--- src/rtl/core/lmr_pkg.sv ---
// Shared types, constants and control bundles for the line rasterizer core.
`default_nettype none
package lmr_pkg;

  localparam int COORD_BITS = 12;
  localparam int DEC_BITS   = COORD_BITS + 4;
  localparam int COLOR_BITS = 24;

  localparam logic FUNC_START   = 1'b0;
  localparam logic FUNC_ADVANCE = 1'b1;

  typedef logic [COORD_BITS-1:0]      coord_t;
  typedef logic signed [DEC_BITS-1:0] dec_t;
  typedef logic [COLOR_BITS-1:0]      color_t;

  typedef struct packed {
    logic capture;
    logic prep;
    logic emit;
  } lmr_cmd_t;

  typedef struct packed {
    logic line_active;
  } lmr_status_t;

endpackage
`default_nettype wire

--- src/rtl/core/lmr_ctrl.sv ---
// Controller state machine sequencing line setup and pixel emission.
`default_nettype none
module lmr_ctrl
  import lmr_pkg::*;
(
  input  wire logic        clk,
  input  wire logic        rst,
  input  wire logic        start,
  input  wire logic        func,
  input  wire lmr_status_t status,
  output lmr_cmd_t         cmd,
  output logic             busy
);

  localparam logic [1:0] ST_IDLE  = 2'd0;
  localparam logic [1:0] ST_PREP  = 2'd1;
  localparam logic [1:0] ST_FIRST = 2'd2;

  logic [1:0] state;
  logic [1:0] state_next;
  logic       accept;

  assign busy   = (state != ST_IDLE);
  assign accept = start && !busy;

  always_comb begin
    state_next  = state;
    cmd         = '0;
    case (state)
      ST_IDLE: begin
        if (accept && func == FUNC_START) begin
          cmd.capture = 1'b1;
          state_next  = ST_PREP;
        end else if (accept && func == FUNC_ADVANCE && status.line_active) begin
          cmd.emit = 1'b1;
        end
      end
      ST_PREP: begin
        cmd.prep   = 1'b1;
        state_next = ST_FIRST;
      end
      ST_FIRST: begin
        cmd.emit   = 1'b1;
        state_next = ST_IDLE;
      end
      default: begin
        state_next = ST_IDLE;
      end
    endcase
  end

  always_ff @(posedge clk) begin
    if (rst) begin
      state <= ST_IDLE;
    end else begin
      state <= state_next;
    end
  end

endmodule
`default_nettype wire

--- src/rtl/core/lmr_datapath.sv ---
// Datapath: endpoint deltas, decision terms, pixel stepping and result register.
`default_nettype none
module lmr_datapath
  import lmr_pkg::*;
(
  input  wire logic     clk,
  input  wire logic     rst,
  input  wire lmr_cmd_t cmd,
  output lmr_status_t   status,
  input  wire coord_t   start_x,
  input  wire coord_t   start_y,
  input  wire coord_t   end_x,
  input  wire coord_t   end_y,
  input  wire logic     cfg_valid,
  input  wire color_t   draw_color,
  output logic          pixel_valid,
  output coord_t        pixel_x,
  output coord_t        pixel_y,
  output color_t        pixel_color,
  output logic          last_pixel
);

  color_t color;

  coord_t e_sx, e_sy, e_ex, e_ey;
  coord_t adx, ady;
  logic   dx_neg, dy_neg;

  logic   active;
  coord_t cur_x, cur_y, stop_major;
  dec_t   decision, add_minor, add_major;
  logic   minor_negative, major_is_x;

  logic [COORD_BITS:0] dx_w, dy_w, ndx_w, ndy_w;
  coord_t adx_w, ady_w;

  logic   p_mx, p_swap, p_minor_neg;
  coord_t p_big, p_small;
  dec_t   p_big_e, p_small2;

  coord_t major, minor, major_inc, minor_step;
  logic   last, step_minor;

  assign status.line_active = active;

  assign dx_w  = {1'b0, end_x} - {1'b0, start_x};
  assign dy_w  = {1'b0, end_y} - {1'b0, start_y};
  assign ndx_w = -dx_w;
  assign ndy_w = -dy_w;
  assign adx_w = dx_w[COORD_BITS] ? ndx_w[COORD_BITS-1:0] : dx_w[COORD_BITS-1:0];
  assign ady_w = dy_w[COORD_BITS] ? ndy_w[COORD_BITS-1:0] : dy_w[COORD_BITS-1:0];

  assign p_mx    = (ady <= adx);
  assign p_swap  = p_mx ? dx_neg : dy_neg;
  assign p_big   = p_mx ? adx : ady;
  assign p_small = p_mx ? ady : adx;
  assign p_minor_neg = p_mx ? (p_swap ? ((ady != '0) && !dy_neg) : dy_neg)
                            : (p_swap ? ((adx != '0) && !dx_neg) : dx_neg);
  assign p_big_e  = dec_t'({4'b0000, p_big});
  assign p_small2 = dec_t'({3'b000, p_small, 1'b0});

  assign major      = major_is_x ? cur_x : cur_y;
  assign minor      = major_is_x ? cur_y : cur_x;
  assign last       = (major == stop_major);
  assign step_minor = (decision <= 0);
  assign major_inc  = major + coord_t'(1);
  assign minor_step = !step_minor ? minor :
                      (minor_negative ? minor - coord_t'(1) : minor + coord_t'(1));

  always_ff @(posedge clk) begin
    if (rst) begin
      color <= '0;
    end else if (cfg_valid) begin
      color <= draw_color;
    end
  end

  always_ff @(posedge clk) begin
    if (cmd.capture) begin
      e_sx   <= start_x;
      e_sy   <= start_y;
      e_ex   <= end_x;
      e_ey   <= end_y;
      adx    <= adx_w;
      ady    <= ady_w;
      dx_neg <= dx_w[COORD_BITS];
      dy_neg <= dy_w[COORD_BITS];
    end
  end

  always_ff @(posedge clk) begin
    if (rst) begin
      active <= 1'b0;
    end else if (cmd.capture) begin
      active <= 1'b0;
    end else if (cmd.prep) begin
      active <= 1'b1;
    end else if (cmd.emit) begin
      active <= !last;
    end
  end

  always_ff @(posedge clk) begin
    if (cmd.prep) begin
      major_is_x     <= p_mx;
      minor_negative <= p_minor_neg;
      cur_x          <= p_swap ? e_ex : e_sx;
      cur_y          <= p_swap ? e_ey : e_sy;
      stop_major     <= p_mx ? (p_swap ? e_sx : e_ex) : (p_swap ? e_sy : e_ey);
      decision       <= p_big_e - p_small2;
      add_minor      <= dec_t'({3'b000, p_big, 1'b0}) - p_small2;
      add_major      <= -p_small2;
    end else if (cmd.emit && !last) begin
      decision <= decision + (step_minor ? add_minor : add_major);
      if (major_is_x) begin
        cur_x <= major_inc;
        cur_y <= minor_step;
      end else begin
        cur_y <= major_inc;
        cur_x <= minor_step;
      end
    end
  end

  always_ff @(posedge clk) begin
    if (rst) begin
      pixel_valid <= 1'b0;
    end else begin
      pixel_valid <= cmd.emit;
    end
  end

  always_ff @(posedge clk) begin
    if (cmd.emit) begin
      pixel_x     <= cur_x;
      pixel_y     <= cur_y;
      pixel_color <= color;
      last_pixel  <= last;
    end
  end

endmodule
`default_nettype wire

--- src/rtl/core/line_midpoint_rasterizer_core.sv ---
// Top level of the midpoint line rasterizer: controller, datapath and checks.
//
// channel   direction  handshake                 payload
// command   in         start, busy               func, start_x, start_y, end_x, end_y
// config    in         cfg_valid, cfg_ready      draw_color
// pixel     out        pixel_valid (strobe)      pixel_x, pixel_y, pixel_color, last_pixel
//
// An advance command's pixel shows in the next cycle, and busy stays low, so advances
// may follow every cycle. A start command captures the deltas in the transfer cycle,
// then holds busy through setup of the decision terms and the first emit, whose pixel
// then shows from the pixel register. Synchronous reset clears the line and the color.
// Each pixel is on the ports for one cycle; the receiver cannot stall the block.
`default_nettype none
module line_midpoint_rasterizer_core
  import lmr_pkg::*;
(
  input  wire logic   clk,
  input  wire logic   rst,
  input  wire logic   start,
  output logic        busy,
  input  wire logic   func,
  input  wire coord_t start_x,
  input  wire coord_t start_y,
  input  wire coord_t end_x,
  input  wire coord_t end_y,
  input  wire logic   cfg_valid,
  output logic        cfg_ready,
  input  wire color_t draw_color,
  output logic        pixel_valid,
  output coord_t      pixel_x,
  output coord_t      pixel_y,
  output color_t      pixel_color,
  output logic        last_pixel
);

  lmr_cmd_t    cmd;
  lmr_status_t status;

  assign cfg_ready = 1'b1;

  lmr_ctrl u_ctrl (
    .clk    (clk),
    .rst    (rst),
    .start  (start),
    .func   (func),
    .status (status),
    .cmd    (cmd),
    .busy   (busy)
  );

  lmr_datapath u_dp (
    .clk         (clk),
    .rst         (rst),
    .cmd         (cmd),
    .status      (status),
    .start_x     (start_x),
    .start_y     (start_y),
    .end_x       (end_x),
    .end_y       (end_y),
    .cfg_valid   (cfg_valid),
    .draw_color  (draw_color),
    .pixel_valid (pixel_valid),
    .pixel_x     (pixel_x),
    .pixel_y     (pixel_y),
    .pixel_color (pixel_color),
    .last_pixel  (last_pixel)
  );

  a_start_first_pixel: assert property (@(posedge clk) disable iff (rst)
    (start && !busy && func == FUNC_START) |-> ##3 pixel_valid)
    else $error("start transfer did not yield a first pixel");

  a_last_ends_line: assert property (@(posedge clk) disable iff (rst)
    (pixel_valid && last_pixel) |-> !status.line_active)
    else $error("line still active after last pixel");

  a_no_pixel_while_busy: assert property (@(posedge clk) disable iff (rst)
    busy |-> !pixel_valid)
    else $error("pixel emitted during line setup");

  a_idle_advance_silent: assert property (@(posedge clk) disable iff (rst)
    (start && !busy && func == FUNC_ADVANCE && !status.line_active) |=> !pixel_valid)
    else $error("advance while idle produced a pixel");

endmodule
`default_nettype wire
--- config.mk ---
export PLATFORM = sky130hd
export DESIGN_NAME = line_midpoint_rasterizer_core
export DESIGN_NICKNAME = d
export VERILOG_FILES = /design/src/rtl/core/lmr_pkg.sv /design/src/rtl/core/lmr_ctrl.sv /design/src/rtl/core/lmr_datapath.sv /design/src/rtl/core/line_midpoint_rasterizer_core.sv
export SDC_FILE = /design/constraint.sdc
export NUM_CORES = 1
export LEC_CHECK = 0
export BUFFER_PORTS_ARGS = -buffer_cell sky130_fd_sc_hd__buf_2
export CAP_MARGIN = 5
export CORE_MARGIN = 5
export CORE_UTILIZATION = 26
export DETAILED_ROUTE_END_ITERATION = 6
export GPL_ROUTABILITY_DRIVEN = 1
export GPL_TIMING_DRIVEN = 0
export PLACE_DENSITY = 0.52
export SETUP_SLACK_MARGIN = 0.02
export SYNTH_ARGS = -nofsm -noshare
export SYNTH_HDL_FRONTEND = slang
export SYNTH_HIERARCHICAL = 1
export SYNTH_SLANG_ARGS = --single-unit
--- constraint.sdc ---
create_clock -name clk -period 5.6 [get_ports clk]
set_clock_uncertainty 0.05 [all_clocks]
set_input_delay 0 -clock clk [delete_from_list [all_inputs] [get_ports clk]]
set_output_delay 0 -clock clk [all_outputs]
set_load 0.01 [all_outputs]
==> flow_metrics.py, run 1 <==
metrics = {
    "die": {
        "core_area_um2": 53700,
        "die_h_um": 243,
        "die_area_um2": 58900,
        "ioPinCount": 129,
        "initial_core_util_pct": 26.2,
        "rows": 85,
        "die_x_um": 243,
    },
    "timing": {
        "finalCritPeriodShare_pct": 91.5,
        "slew_headroom_pct": 36.2,
        "whs_ns": 0.0459,
        "max_freq_mhz": 195,
        "worst_slew_pin_slew_ns": 0.956,
        "final-hold-violation-count": 0,
        "rsz0062_at_grt": "false",
        "setup_viol": 0,
        "report.final.slew_viol_count": 0,
        "period_needed_ns": 5.12,
    },
    "place": {
        "placed_cells": 2151,
        "io_buffers": 126,
        "place_congestion": 0.886,
        "place_hpwl_um": 31300,
    },
    "yosys": {
        "async_reset_ff_share_pct": 0,
        "yosysUniqueCellTypes": 84,
        "ys_top_cells_by_area": "edfxtp_1 (44%), ha_1 (6.3%), mux2i_1 (6.0%)",
        "post-synth-top-area-cell": "edfxtp_1",
        "synthesis.area_um2": 14100,
        "ys_ff_latch": 233,
        "synth.net_count": 1474,
        "synth-edff-count": 205,
        "synth_cells": 1322,
        "yosysTopAreaCellShare_pct": 43.7,
        "synth-main-ff-cell": "edfxtp_1",
        "syn_area_per_cell_um2": 10.6,
        "synth_warnings": 6,
        "ys_seq_area_share_pct": 47.7,
    },
    "final_layout": {
        "regArea_um2": 6720,
        "area_delta_synth_final_pct": 24.2,
        "mostFrequentLayoutCells": "edfxtp_1 (205), buf_2 (133), nand2_1 (120)",
        "drive_gt1_share_pct": 16.1,
        "multi_input_area_um2": 6830,
        "diodes": 0,
        "layout_commonest_cell": "edfxtp_1",
        "num-fill-cells": 5444,
        "finalNonFillerCells": 2278,
        "finish.net_count": 1714,
    },
    "clocking": {
        "cts_tree": "built",
        "cts_root_buffer": "clkbuf_16",
        "path_clk_slew_ns": 0.06,
        "insertion_delay_ns": 0.55,
        "clk_path_buf_depth": 3,
        "cts_made_buffers": 27,
        "h-tree-depth": 1,
        "cts.sinks": 233,
    },
    "critical_path": {
        "cp.required_ns": 5.80,
        "cp.arrival_ns": 5.32,
        "critPathKind": "reg2reg",
        "end_kind": "register",
        "critical_path.startpoint_type": "register",
        "r2r_start": "u_dp/major_is_x",
        "r2r_slack_ns": 0.48,
        "crit_path_start": "u_dp/major_is_x",
        "reg2regPathDepth": 17,
        "rr_endpoint": "u_dp/cur_x[10]",
        "critPathMaxFanout": 19,
    },
    "min_path": {
        "hold_end": "u_dp/dx_neg",
        "hp-class": "in2reg",
        "hold_path_depth": 3,
        "min-delay-start": "start",
    },
    "global_routing": {
        "grt_max_degree": 45,
        "grt-ovfl-total": 0,
        "grt.total_usage_pct": 13.4,
        "grt_pass1_vias": 10824,
        "antenna_found_initial": 0,
        "grt_pass1_wl_um": 63000,
    },
    "power_and_ir_drop": {
        "pwr-share-comb_pct": 29.9,
        "swShare_pct": 31.8,
        "power.density_nw_per_um2": 332,
        "pwr-share-clk_pct": 32.9,
        "switchingPower_uw": 1850,
        "peakVddDrop_mv": 0.249,
        "p_leak_uw": 0.00687,
        "power_report.internal_total_uw": 3960,
        "power.share.sequential_pct": 37.2,
    },
    "route": {
        "vias": 10780,
        "final_antenna_net_count": 0,
        "drt_iter0_drc": 682,
        "first_pass_iters": 5,
        "routed_wirelength_um": 40600,
        "wl_per_cell_um": 17.8,
        "drcViolationCount": 0,
        "via_per_inst": 4.73,
    },
    "job": {
        "cap_violations": 0,
    },
    "status": {
        "status": "completed",
    },
}
[synth_stat cells (all sizes together), types with 9 or more instances]
| cell type | number |
|---|---|
| nor4 | 11 |
| o21ai | 53 |
| a31oi | 9 |
| mux2i | 91 |
| a211oi | 27 |
| buf | 20 |
| inv | 73 |
| ha | 71 |
| xor2 | 40 |
| mux2 | 15 |
| nand2 | 121 |
| edfxtp | 205 |
| a21o | 15 |
| nor2 | 100 |
| xnor2 | 82 |
| clkbuf | 40 |
| nand3 | 17 |
| o21bai | 16 |
| nand2b | 16 |
| dfxtp | 28 |
| nor2b | 32 |
| nor3 | 19 |
| o31ai | 11 |
| a21oi | 99 |
[power groups by stage]
stage / clock (µW) / combinational (µW) / sequential, µW
floorplan: 0 / 1220 / 2170
global placement: 0 / 1650 / 2200
detailed placement: 0 / 1670 / 2190
CTS: 1970 / 1740 / 2160
global route: 2030 / 1920 / 2170
finish: 1910 / 1740 / 2160
[worst max-delay path, stage by stage (launching register included)]
cell and delay (ns):
edfxtp_1 0.39, buf_2 0.24, clkbuf_4 0.39, clkbuf_1 0.40, clkbuf_2 0.32, clkbuf_2 0.29, mux2_2 0.40, fa_1 0.43
a21o_1 0.18, a21oi_1 0.23, o21bai_1 0.09, a21oi_1 0.24, o21bai_1 0.12, a211o_1 0.30, o211ai_1 0.14, a21oi_1 0.11
a221oi_1 0.35, a221oi_1 0.15
[state kept, by name, indices dropped and copies added (netlist names), 13 cells and up]
signal,count
u_dp/color,24
u_dp/pixel_color,24
u_dp/add_minor,13
u_dp/decision,16
u_dp/add_major,15
[worst max-delay path by stage]
stage / end / cells after the start
2_1_floorplan: u_ctrl/state[0] / 2
3_3_place_gp: u_ctrl/state[0] / 2
3_5_place_dp: u_dp/cur_y[10] / 18
4_1_cts: u_dp/decision[15] / 19
5_1_grt: u_dp/cur_y[10] / 17
6_report: u_dp/cur_x[10] / 17
[logic make-up after synthesis]
group                      after synthesis  synth area share [%]
xor gates and xnor gates               122                  7.59
other                                    1                0.0267
buffers and inverters                  134                  3.94
DFF                                    233                  47.7
and+or+nand+nor                        359                  12.1
adders and majority gates               76                  6.95
AOI/OAI and AO/OA                      291                  13.8
muxes                                  106                  7.86
[what timing repair did]
item,4_1_cts,5_1_grt
setup buffers,1,0
gates resized for setup,1,10
endpoints found under the setup margin,15,14
hold buffers,79,0
pin swaps,1,0
hold endpoints to repair,111,0
[through the flow]
stage               utilization, %  power [µW]  worst slack [ns]  cell area (µm²)  TNS (ns)
finish                        32.5        5810             0.475            17500         0
CTS                           32.5        5870            0.0723            17500         0
detailed placement            29.2        3870            -0.276            15700     -2.23
floorplan                        -        3390             0.444            14100         0
global placement              29.0        3850             -1.58            15600   -122.59
global route                  32.5        6120            0.0822            17500         0
[area by class of cell]
cell class                      instances  area share, %
Multi-Input combinational cell        955           39.1
Sequential cell                       233           38.4
Timing Repair Buffer                  213           8.77
Tap cell                              696           4.98
Clock buffer                           31           4.19
Inverter                               74           1.63
Buffer                                 58           1.55
Clock inverter                         18           1.37
[layer usage]
layer / vias up / part of all wire [%] / routed length (µm) / GRT usage (%)
met5: - / 0 / 0 / 0
met4: 0 / 2.2 / 881 / 3.20
met3: 45 / 4.3 / 1740 / 1.86
met2: 278 / 46 / 18800 / 21.9
met1: 5171 / 47 / 19200 / 18.8
li1: 5286 / - / - / -
Power figures use the tool's default switching activity.
==> run 2, diff against run 1 <==
Settings changed: ABC_AREA from default to 1, SLEW_MARGIN from default to 10.
==> run 2 against run 1 <==
Net effect:
- wire length grew 2.6%
- global-route usage grew 0.76 points
- largest cell class is now registers
- maximum frequency grew 11%
- critical path depth grew 3
- final area shrank 1.9%
- first-iteration DRC count grew 31%
==> flow_metrics.py, run 2 <==
metrics = {
    "die": {
        "die_x_um": 241,
        "die_area_um2": 58000,
        "rows": 84,
        "ioPinCount": 129,
        "initial_core_util_pct": 26.3,
        "core_area_um2": 52700,
        "die_h_um": 241,
    },
    "route": {
        "wl_per_cell_um": 16.5,
        "routed_wirelength_um": 41600,
        "vias": 11621,
        "via_per_inst": 4.60,
        "first_pass_iters": 5,
        "drcViolationCount": 0,
        "drt_iter0_drc": 895,
        "final_antenna_net_count": 0,
    },
    "final_layout": {
        "area_delta_synth_final_pct": 23.8,
        "finish.net_count": 1969,
        "reg_top3": "u_dp/color: 24 flops, u_dp/pixel_color: 24 flops, u_dp/decision: 16 flops",
        "mostFrequentLayoutCells": "nand2_1 (320), edfxtp_1 (205), inv_1 (171)",
        "drive_gt1_share_pct": 12.8,
        "finalNonFillerCells": 2525,
        "diodes": 0,
        "layout_commonest_cell": "nand2_1",
    },
    "global_routing": {
        "grt.total_usage_pct": 14.1,
        "grt_pass1_vias": 11423,
        "grt_max_degree": 70,
        "grt-ovfl-total": 0,
        "antenna_found_initial": 0,
        "grt_pass1_wl_um": 65100,
    },
    "clocking": {
        "postCtsSetupBuffers": 0,
        "h-tree-depth": 1,
        "cts_root_buffer": "clkbuf_16",
        "cts.sinks": 233,
        "cts_resized": 0,
        "cts_tree": "built",
        "insertion_delay_ns": 0.54,
        "hold_buffers": 86,
        "path_clk_slew_ns": 0.06,
        "clk_path_buf_depth": 3,
        "cts_made_buffers": 27,
    },
    "critical_path": {
        "crit_chain": "nor4_1 -> nand4_1 -> and2_0 -> inv_1 -> clkbuf_1 -> clkbuf_1 -> nand2_1 -> nand2_1 -> ha_1 -> a21oi_1 -> nand2_1 -> nand2_1 -> nand2_1 -> a21oi_1 -> o21ai_0 -> a31oi_1 -> o21ai_0 -> o21ai_0 -> a21o_1 -> nand2_1",
        "rr_endpoint": "u_dp/decision[13]",
        "r2r_start": "u_dp/decision[11]",
        "critPathKind": "reg2reg",
        "critical_path.startpoint_type": "register",
        "critPathMaxFanout": 10,
        "cpPeakStageDelay_ns": 0.46,
        "cp.arrival_ns": 4.84,
        "r2r_slack_ns": 0.99,
        "cp.required_ns": 5.84,
        "end_kind": "register",
        "crit_top_cell": "nand2_1",
        "crit_path_start": "u_dp/decision[11]",
        "reg2regPathDepth": 20,
        "crit_family": "compound AO/OA/AOI/OAI gates",
        "crit_buf_inv": 3,
        "slowest_stage": "clkbuf_1",
    },
    "timing": {
        "worst_slew_pin_slew_ns": 0.813,
        "setup_viol": 0,
        "period_needed_ns": 4.61,
        "fin_ws_ns": 0.993,
        "finalCritPeriodShare_pct": 82.3,
        "finalSetupTns_ns": 0,
        "report.final.slew_viol_count": 0,
        "rsz0062_at_grt": "false",
        "slew_headroom_pct": 45.2,
        "max_freq_mhz": 217,
        "final-hold-violation-count": 0,
        "whs_ns": 0.0383,
    },
    "min_path": {
        "hp-class": "in2reg",
        "min-delay-start": "cfg_valid",
        "hold_path_depth": 4,
        "hold_end": "u_dp/color[17]",
    },
    "power_and_ir_drop": {
        "p_leak_uw": 0.00727,
        "peakVddDrop_mv": 0.203,
        "power.density_nw_per_um2": 318,
    },
    "place": {
        "place_hpwl_um": 32800,
        "place_congestion": 0.910,
        "io_buffers": 127,
        "placed_cells": 2390,
        "dp_slack_ns": 0.940,
    },
    "yosys": {
        "synth.net_count": 1723,
        "synthesis.area_um2": 13800,
        "synth_cells": 1571,
        "synth_warnings": 6,
        "post-synth-top-area-cell": "edfxtp_1",
        "ys_ff_latch": 233,
        "ys_seq_area_share_pct": 48.5,
        "ys_top_cells_by_area": "edfxtp_1 (44%), nand2_1 (8.7%), ha_1 (6.4%)",
        "synth_top_cells_by_count": "nand2_1 (320), edfxtp_1 (205), inv_1 (172), nor2_1 (159), o21ai_0 (159)",
        "synth-main-ff-cell": "edfxtp_1",
        "yosysUniqueCellTypes": 55,
        "syn_area_per_cell_um2": 8.81,
        "synth.most_common_cell": "nand2_1",
        "async_reset_ff_share_pct": 0,
        "yosysTopAreaCellShare_pct": 44.5,
        "synth-edff-count": 205,
    },
    "job": {
        "cap_violations": 0,
    },
    "status": {
        "status": "completed",
    },
}
[run 2: kinds of logic (layout without fill, tap and decap cells)]
| logic type | Yosys count | count (layout) | synth area share [%] |
|---|---|---|---|
| compound gates | 312 | 312 | 12.5 |
| xor+xnor | 91 | 91 | 5.76 |
| fa+ha+maj | 75 | 75 | 6.99 |
| buf+inv | 231 | 497 | 6.58 |
| flops | 233 | 233 | 48.5 |
| other cells | 1 | 1 | 0.0271 |
| simple gates | 628 | 628 | 19.7 |
[run 2: worst max-delay path by stage]
stage / depth (start not counted) / to / slack [ns]
after global placement: 4 / u_dp/cur_x[7] / -2.64
after detailed placement: 20 / u_dp/decision[13] / 0.94
after global routing: 21 / u_dp/decision[13] / 0.59
after floorplan: 4 / u_dp/cur_x[0] / 0.09
final: 20 / u_dp/decision[13] / 0.99
after CTS: 20 / u_dp/decision[13] / 0.95
[run 2: per-stage QoR]
stage | total power, µW | utilization, % | cell area [µm²]
2_1_floorplan | 3310 | - | 13800
3_3_place_gp | 3760 | 29.1 | 15300
3_5_place_dp | 3780 | 29.4 | 15500
4_1_cts | 5500 | 32.6 | 17100
5_1_grt | 5800 | 32.6 | 17100
6_report | 5450 | 32.6 | 17100
[run 2: worst register-to-register path: stages, from the launching register on]
cell      delay [ns]
edfxtp_1        0.41
nor4_1          0.39
nand4_1         0.14
and2_0          0.22
inv_1           0.09
clkbuf_1        0.46
clkbuf_1        0.46
nand2_1         0.09
nand2_1         0.11
ha_1            0.28
a21oi_1         0.14
nand2_1         0.08
nand2_1         0.08
nand2_1         0.06
a21oi_1         0.20
o21ai_0         0.19
a31oi_1         0.37
o21ai_0         0.18
o21ai_0         0.18
a21o_1          0.11
nand2_1         0.06
[run 2: per-layer routing]
layer,up-vias,share of wire (%),global-route usage (%)
met5,-,0,0
met4,0,2.0,3.23
met3,49,6.2,1.93
met2,355,44,22.6
met1,5389,48,20.5
li1,5828,-,-
[run 2: area by class of cell]
| type | instances | area [µm²] |
|---|---|---|
| Tap cell | 688 | 861 |
| Timing Repair Buffer | 217 | 1590 |
| Clock buffer | 36 | 752 |
| Buffer | 51 | 235 |
| Multi-Input combinational cell | 1107 | 6240 |
| Sequential cell | 233 | 6720 |
| Clock inverter | 13 | 68.8 |
| Inverter | 180 | 678 |
| Fill cell | 5421 | 35500 |
[run 2: where the power goes]
| part | switching (µW) | internal (µW) | total, µW |
|---|---|---|---|
| combinational | 1070 | 588 | 1650 |
| clock | 709 | 941 | 1650 |
| sequential | 71.2 | 2070 | 2140 |
